`src/design/ita_pkg.sv`:
```
`timescale 1ns / 1ps

package ita_pkg;

    // word width of the formatted value
    localparam int VALUE_BITS = 32;

    // compare width leaves room for nine times the top power of ten
    localparam int CMP_W = VALUE_BITS + 4;

    // number of decimal digits needed for the widest unsigned value
    function automatic int calc_dec_digits();
        logic [127:0] lim;
        logic [127:0] p;
        int           n;
        lim = (128'd1 << VALUE_BITS) - 128'd1;
        p   = 128'd10;
        n   = 1;
        for (int i = 0; i < 40; i++)
        begin
            if (p <= lim)
            begin
                p = p * 128'd10;
                n = n + 1;
            end
        end
        return n;
    endfunction

    localparam int DEC_DIGITS = calc_dec_digits();
    localparam int IDX_W      = $clog2(DEC_DIGITS);

    // multiples m * 10^k for every digit position k and m = 0..9
    typedef logic [DEC_DIGITS-1:0][9:0][CMP_W-1:0] mult_tab_t;

    function automatic mult_tab_t calc_mults();
        mult_tab_t        t;
        logic [CMP_W-1:0] p;
        p = CMP_W'(1);
        for (int k = 0; k < DEC_DIGITS; k++)
        begin
            for (int m = 0; m < 10; m++)
            begin
                t[k][m] = CMP_W'(p * CMP_W'(m));
            end
            p = CMP_W'(p * CMP_W'(10));
        end
        return t;
    endfunction

    localparam mult_tab_t MULTS = calc_mults();

    // conversion codes
    typedef enum logic [1:0] {
        OP_SDEC = 2'd0,
        OP_UDEC = 2'd1,
        OP_HEXL = 2'd2,
        OP_HEXU = 2'd3
    } op_t;

    // ascii constants
    localparam logic [7:0] CHAR_ZERO  = 8'h30;
    localparam logic [7:0] CHAR_UPPER = 8'h41;
    localparam logic [7:0] CHAR_LOWER = 8'h61;
    localparam logic [7:0] CHAR_MINUS = 8'h2d;

    // command and result payloads
    typedef struct packed {
        logic [VALUE_BITS-1:0] value;
        op_t                   opcode;
    } cmd_t;

    typedef struct packed {
        logic [7:0] ascii_char;
        logic       last_char;
    } result_t;

    // item state carried down the digit pipeline
    typedef struct packed {
        logic [VALUE_BITS-1:0]           rem;
        logic                            neg;
        op_t                             op;
        logic [DEC_DIGITS-1:0][3:0]      digits;
        logic [IDX_W-1:0]                lead;
        logic                            found;
    } pipe_t;

    // one digit value to its character
    function automatic logic [7:0] digit_char(logic [3:0] d, logic upper);
        logic [7:0] c;
        if (d < 4'd10)
        begin
            c = CHAR_ZERO + {4'b0000, d};
        end
        else
        begin
            c = (upper ? CHAR_UPPER : CHAR_LOWER) + {4'b0000, d} - 8'd10;
        end
        return c;
    endfunction

endpackage

```
`src/design/integer_to_ascii_formatter.sv`:
```
`timescale 1ns / 1ps
// first character passes the input register, digit stages, serializer and output register
// throughput: one character per cycle while the serializer holds a value; each
// value holds the output for its length, 1 to 11 characters, one character per transfer
// the digit pipeline keeps up to DEC_DIGITS + 2 values in flight; busy rises when it is full
// reset clears all valid bits at once; no clearing pass

module integer_to_ascii_formatter (
    input  logic               clk,
    input  logic               rst_n,
    input  logic               start,
    output logic               busy,
    input  ita_pkg::cmd_t      cmd,
    output logic               strobe,
    output ita_pkg::result_t   result
);

    localparam int D = ita_pkg::DEC_DIGITS;

    logic                      in_valid_reg;
    ita_pkg::pipe_t            in_data_reg;
    ita_pkg::pipe_t            in_data_next;
    logic                      accept;
    logic                      neg;

    logic [D:0]                chain_valid;
    logic [D:0]                chain_ready;
    ita_pkg::pipe_t            chain_data [D+1];

    // input stage: sign and magnitude
    assign neg = (cmd.opcode == ita_pkg::OP_SDEC) && cmd.value[ita_pkg::VALUE_BITS-1];

    always_comb
    begin
        in_data_next        = '0;
        in_data_next.rem    = neg ? (~cmd.value + 1'b1) : cmd.value;
        in_data_next.neg    = neg;
        in_data_next.op     = cmd.opcode;
    end

    assign busy   = in_valid_reg && !chain_ready[0];
    assign accept = start && !busy;

    always_ff @(posedge clk or negedge rst_n)
    begin
        if (!rst_n)
        begin
            in_valid_reg <= 1'b0;
        end
        else if (!busy)
        begin
            in_valid_reg <= start;
        end
    end

    always_ff @(posedge clk)
    begin
        if (accept)
        begin
            in_data_reg <= in_data_next;
        end
    end

    assign chain_valid[0] = in_valid_reg;
    assign chain_data[0]  = in_data_reg;

    // one stage per digit position, most significant first
    for (genvar g = 0; g < D; g++)
    begin : g_digit
        ita_digit_stage u_stage (
            .clk       (clk),
            .rst_n     (rst_n),
            .digit_idx (ita_pkg::IDX_W'(D - 1 - g)),
            .in_valid  (chain_valid[g]),
            .in_data   (chain_data[g]),
            .in_ready  (chain_ready[g]),
            .out_valid (chain_valid[g+1]),
            .out_data  (chain_data[g+1]),
            .out_ready (chain_ready[g+1])
        );
    end

    // character output
    ita_serializer u_ser (
        .clk      (clk),
        .rst_n    (rst_n),
        .in_valid (chain_valid[D]),
        .in_data  (chain_data[D]),
        .in_ready (chain_ready[D]),
        .strobe   (strobe),
        .result   (result)
    );

endmodule

```
`src/design/ita_digit_stage.sv`:
```
`timescale 1ns / 1ps

module ita_digit_stage (
    input  logic                      clk,
    input  logic                      rst_n,
    input  logic [ita_pkg::IDX_W-1:0] digit_idx,
    input  logic                      in_valid,
    input  ita_pkg::pipe_t            in_data,
    output logic                      in_ready,
    output logic                      out_valid,
    output ita_pkg::pipe_t            out_data,
    input  logic                      out_ready
);

    logic                          valid_reg;
    ita_pkg::pipe_t                data_reg;
    ita_pkg::pipe_t                data_next;
    logic [ita_pkg::CMP_W-1:0]     rem_ext;
    logic [3:0]                    dec_d;
    logic [3:0]                    hex_d;
    logic [3:0]                    digit;
    logic                          is_hex;

    assign rem_ext = ita_pkg::CMP_W'(in_data.rem);
    assign is_hex  = (in_data.op == ita_pkg::OP_HEXL) || (in_data.op == ita_pkg::OP_HEXU);

    // decimal digit: how many multiples of this power of ten fit
    always_comb
    begin
        dec_d = 4'd0;
        for (int m = 1; m < 10; m++)
        begin
            if (rem_ext >= ita_pkg::MULTS[digit_idx][m])
            begin
                dec_d = 4'(m);
            end
        end
    end

    // hex digit is the nibble at this position
    assign hex_d = 4'(in_data.rem >> {digit_idx, 2'b00});
    assign digit = is_hex ? hex_d : dec_d;

    // remainder update, digit store and leading digit tracking
    always_comb
    begin
        data_next = in_data;
        if (!is_hex)
        begin
            data_next.rem = ita_pkg::VALUE_BITS'(rem_ext - ita_pkg::MULTS[digit_idx][dec_d]);
        end
        data_next.digits[digit_idx] = digit;
        if (!in_data.found && (digit != 4'd0))
        begin
            data_next.found = 1'b1;
            data_next.lead  = digit_idx;
        end
    end

    // stage holds while downstream is full
    assign in_ready = !valid_reg || out_ready;

    always_ff @(posedge clk or negedge rst_n)
    begin
        if (!rst_n)
        begin
            valid_reg <= 1'b0;
        end
        else if (in_ready)
        begin
            valid_reg <= in_valid;
        end
    end

    always_ff @(posedge clk)
    begin
        if (in_ready && in_valid)
        begin
            data_reg <= data_next;
        end
    end

    assign out_valid = valid_reg;
    assign out_data  = data_reg;

endmodule

```
`src/design/ita_serializer.sv`:
```
`timescale 1ns / 1ps

module ita_serializer (
    input  logic                 clk,
    input  logic                 rst_n,
    input  logic                 in_valid,
    input  ita_pkg::pipe_t       in_data,
    output logic                 in_ready,
    output logic                 strobe,
    output ita_pkg::result_t     result
);

    logic                       valid_reg;
    logic                       sign_pend_reg;
    logic [ita_pkg::IDX_W-1:0]  pos_reg;
    ita_pkg::pipe_t             item_reg;
    logic                       strobe_reg;
    ita_pkg::result_t           result_reg;
    ita_pkg::result_t           result_next;
    logic                       finishing;
    logic                       load;
    logic [3:0]                 cur_digit;

    // last character of the held item is selected for the output register
    assign finishing = valid_reg && !sign_pend_reg && (pos_reg == '0);
    assign in_ready  = !valid_reg || finishing;
    assign load      = in_valid && in_ready;

    // control: sign first, then digits from the leading one down
    always_ff @(posedge clk or negedge rst_n)
    begin
        if (!rst_n)
        begin
            valid_reg     <= 1'b0;
            sign_pend_reg <= 1'b0;
            pos_reg       <= '0;
            strobe_reg    <= 1'b0;
        end
        else
        begin
            strobe_reg <= valid_reg;
            if (load)
            begin
                valid_reg     <= 1'b1;
                sign_pend_reg <= in_data.neg;
                pos_reg       <= in_data.lead;
            end
            else if (finishing)
            begin
                valid_reg <= 1'b0;
            end
            else if (valid_reg)
            begin
                if (sign_pend_reg)
                begin
                    sign_pend_reg <= 1'b0;
                end
                else
                begin
                    pos_reg <= pos_reg - 1'b1;
                end
            end
        end
    end

    always_ff @(posedge clk)
    begin
        if (load)
        begin
            item_reg <= in_data;
        end
    end

    // character for the current position
    assign cur_digit = item_reg.digits[pos_reg];

    always_comb
    begin
        if (sign_pend_reg)
        begin
            result_next.ascii_char = ita_pkg::CHAR_MINUS;
            result_next.last_char  = 1'b0;
        end
        else
        begin
            result_next.ascii_char = ita_pkg::digit_char(cur_digit,
                                         item_reg.op == ita_pkg::OP_HEXU);
            result_next.last_char  = (pos_reg == '0);
        end
    end

    // output register
    always_ff @(posedge clk)
    begin
        result_reg <= result_next;
    end

    assign strobe = strobe_reg;
    assign result = result_reg;

endmodule

```
`config.mk`:
```
export PLATFORM = sky130hd
export DESIGN_NAME = integer_to_ascii_formatter
export DESIGN_NICKNAME = d
export VERILOG_FILES = /design/src/design/ita_pkg.sv /design/src/design/integer_to_ascii_formatter.sv /design/src/design/ita_digit_stage.sv /design/src/design/ita_serializer.sv
export SDC_FILE = /design/constraint.sdc
export NUM_CORES = 1
export LEC_CHECK = 0
export BUFFER_PORTS_ARGS = -buffer_cell sky130_fd_sc_hd__buf_2
export CORE_ASPECT_RATIO = 1.5
export CORE_MARGIN = 2
export CORE_UTILIZATION = 40
export CTS_CLUSTER_DIAMETER = 60
export DETAILED_ROUTE_END_ITERATION = 16
export PLACE_DENSITY_LB_ADDON = 0.15
export SYNTH_ARGS = -nofsm -noshare
export SYNTH_HDL_FRONTEND = slang
export SYNTH_SLANG_ARGS = --single-unit
```
`constraint.sdc`:
```
create_clock -name clk -period 7.7 [get_ports clk]
set_clock_uncertainty 0.15 [all_clocks]
set_input_delay 0.77 -clock clk [delete_from_list [all_inputs] [get_ports clk]]
set_output_delay 0.77 -clock clk [all_outputs]
set_load 0.005 [all_outputs]
```
==> results.txt <==
- The internal power of the cells totals 7820 uW.
- Row generation in the floorplan step produced 135 rows.
- After detailed routing, no signal wire sits above met4.
- In this run the cell area of the synthesized design comes to 36,400 sq um.
- PD cells: 287 nW/um^2
- Number of antenna diodes: 0
* Static power due to leakage: 0.0143 uW
* Total of hold buffers inserted after clock tree synthesis: 1
* Worst hold path type: in -> reg
- Pin count of the biggest net entering global routing: 72
* Fraction of layout instances using a drive strength above 1: 8.32%
- Number of buffers created by CTS: 73
* Core Footprint: 90,200 sq um
- Setup violations remaining at the end of the flow were counted as 0.
* Vias per std cell: 5.62
- Count of nets after finishing: 3,495
* Required time of the critical path: 7930 ps
- Min-delay src: start
- The initial antenna violation count was 0.
- The first detailed-routing pass took 7 iterations.
- Ratio of final minimum period to clock period: 91.2%
- Launch point of the critical path: g_digit[1].u_stage.out_data[51]
- Largest register FFs: 568
* Mean cell area of the mapped netlist: 11.1 sq um
* Critical path buffers and inverters: 1
* Number of ports placed on the die boundary: 48
- STA puts the critical path data arrival time at 7250 ps.
- Hpwl dp: 68,900 um
* Avg WL per Cell: 20.1 um
* Worst max-slew margin expressed relative to the limit: 33.8%
- Maximum ir drop on the vdd rail: 0.000176 V
- Final period demand of the worst path: 7020 ps
- Remaining global-route overflow: 0
* Detailed Route Iter0 Violations: 1,632
- Once placement finished, the instance area stood at 37,800 sq um.
- CP endpoint kind: register
- Transition time of the tightest slew-check pin: 994 ps
* Peak Freq: 142 MHz
- Max-cap violations in this run came to 0.
* Nets in the synthesized netlist: 3,479
- Clock-pin slew reported for the worst setup and hold paths after clock tree synthesis: 60 ps
- WL met3: 2970 um
- Count of instances resized after the clock tree is built: 0
- The number of hold-slack violations in the final timing report came to 0.
* Placed cell count: 4,372
* Cell Chain, Critical Path: nor4_1, nor4bb_1, nand3_1, nor4_1, or3_1, a21oi_1, nor3b_1, nand2b_1, inv_1, ha_1, a22oi_1, o21ai_0, ha_1, a21oi_1, o21ai_0, a22o_1, o31a_1, o21ai_0, a21oi_1, a41o_1, or3_1, xnor2_1
* Routed length on met1: 32,600 um
- Number of DRC violations after detailed routing: 0
- Number of sinks driven by the clock tree: 670
- Floorplan die height: 373 um
- Number of enable-type register cells in the synthesized netlist: 644
* Non-filler cells in the finished layout: 4,505
* Worst path top cell family by delay: simple AND/OR/NAND/NOR gates
* Remaining number of nets flagged by the antenna check after routing: 0
* Overall die area: 93,500 sq um
- Synthesis-stage register bit count: 670
* Power share of the combinational group: 23.4%
- After synthesis, the netlist uses 97 different library cells.
- Of the total power, registers draw 47.4%.
- The worst setup path is launched from a register.
* Aggregate negative setup slack: 0 ps
- Final core area utilization: 44.6%
* Worst slack, placed: 752 ps
- The floorplan step set the die width to 250 um.
- Setup repair after global routing left no endpoint under its margin.
- Master cell of the clock root buffer: clkbuf_16
* GPL Wtd Cong: 0.923
* Total detailed-routing wirelength: 90,800 um
* Met2 wire length: 48,800 um
* Initial core utilization: 40.4%
* DR vias: 25,300
- Class of the most critical setup path: reg -> reg
- On the worst path, the slowest cell contributes a delay of 570 ps.
- Post-CTS setup repair buffer count: 0
* Syn. warnings: 0
- The first global-routing pass estimated 142,000 um of wire.
- Critical-path cell with the highest stage delay: nor4bb_1
* Sw Ratio: 32.2%
- # port buffers: 46
- For the worst-skew pair, the clock arrives at the later sink with an insertion delay of 660 ps.
- Of all nets on the critical path, the largest fanout is 12.
- TritonCTS built the clock tree.
* CTS H-tree lvls: 3
- Final worst slack: 679 ps
- In the global route stage, overall resource usage came out at 19.3%.
- Number of global-route vias before repair: 25,700
- The most used flip-flop cell after synthesis is edfxtp_1.
- For this design the total switching power over the nets is 3710 uW.
- Reg-to-reg startpoint: g_digit[1].u_stage.out_data[51]
- The max-slew violation count was 0.
- Synth-to-Final Area Change: 10.4%
- CTS max path bufs: 3
- In the synthesized netlist the async set-or-reset flop fraction comes to 2.69%.
- Of the synthesized area, sequential elements account for 54.8%.
- The cell count after synthesis came out at 3,268.
* Portion of total power attributed to the clock network: 29.2%
- Run status: finished, final reports clean
- Final non-filler cell area: 40,200 sq um
[logic make-up after synthesis]
| group | count (synthesis) | synth area share [%] |
|---|---|---|
| fa+ha+maj | 176 | 6.22 |
| flops | 670 | 54.8 |
| compound gates | 811 | 14.4 |
| xor+xnor | 225 | 5.41 |
| mux | 39 | 1.42 |
| simple gates | 1088 | 15.0 |
| other cells | 1 | 0.0103 |
| buf+inv | 258 | 2.70 |
[worst paths after layout]
path | to | slack (ps) | cells past startpoint
max | g_digit[2].u_stage.out_data[79] | 680 | 22
min | in_valid_reg | 170 | 2
max reg2reg | g_digit[2].u_stage.out_data[79] | 680 | 22
min reg2reg | g_digit[4].u_stage.out_data[32] | 250 | 0
max in group asynchronous | g_digit[3].u_stage.out_valid | 6630 | 2
min in group asynchronous | u_ser.pos_reg[2] | 450 | 2
[cell type report]
class	count	area (sq um)
repair buffers	72	428
well taps	1164	1460
clock buffers	91	1910
multi-input cells	2340	15500
inverters	127	477
fillers	8357	50000
flip-flops and latches	670	19900
clock inverters	41	428
[synthesized netlist by cell type, types with 26 or more instances]
cell type  number  area share, %
edfxtp_1      644             53
nand2_1       308            3.2
o21ai_0       250            3.4
nor2_1        214            2.2
a21oi_1       165            2.3
ha_1          165            5.7
inv_1         126            1.3
clkbuf_1      121            1.2
xor2_1        115            2.8
xnor2_1       110            2.6
nor3_1        102            1.4
nand3_1        83            1.1
a21o_1         52            1.1
nor2b_1        48           0.83
nor4_1         47           0.81
nand2b_1       46           0.79
o31ai_1        43           0.89
o21a_1         37           0.76
or2_2          37           0.64
a31oi_1        33           0.57
or3_1          31           0.53
and2_1         30           0.52
a211oi_1       26           0.54
and3_1         26           0.45
[per-layer routing]
metal / vias to the layer above / global-route usage [%]
met5: - / 0
met4: 0 / 13.5
met3: 264 / 2.49
met2: 602 / 36.5
met1: 12200 / 19.4
li1: 12300 / -
[per-stage QoR]
step                hold WS, ps  total power (uW)
floorplan                   230              7340
global placement            251              8180
detailed placement          255              8230
CTS                         114             11700
global route                149             12200
finish                      167             11500
[cells in the final DEF (no fill, tap or decap), types with 26 or more instances in the layout]
master,count
or2_2,37
or3_1,31
and3_1,26
o21a_1,37
nand2_1,308
ha_1,165
edfxtp_1,644
nand3_1,83
nor2_1,214
inv_1,126
nand2b_1,46
a21oi_1,165
nor4_1,47
o31ai_1,43
a211oi_1,26
buf_2,46
nor2b_1,44
nor3_1,102
xnor2_1,110
a21o_1,52
a31oi_1,32
xor2_1,115
clkbuf_16,73
o21ai_0,250
[power by group through the flow]
stage,logic [uW],clock network [uW],registers [uW]
2_1_floorplan,2150,0,5190
6_report,2700,3360,5460
5_1_grt,3020,3610,5530
3_3_place_gp,2670,0,5520
3_5_place_dp,2700,0,5530
4_1_cts,2720,3480,5460
No activity file was read; power rests on OpenSTA's default activity.
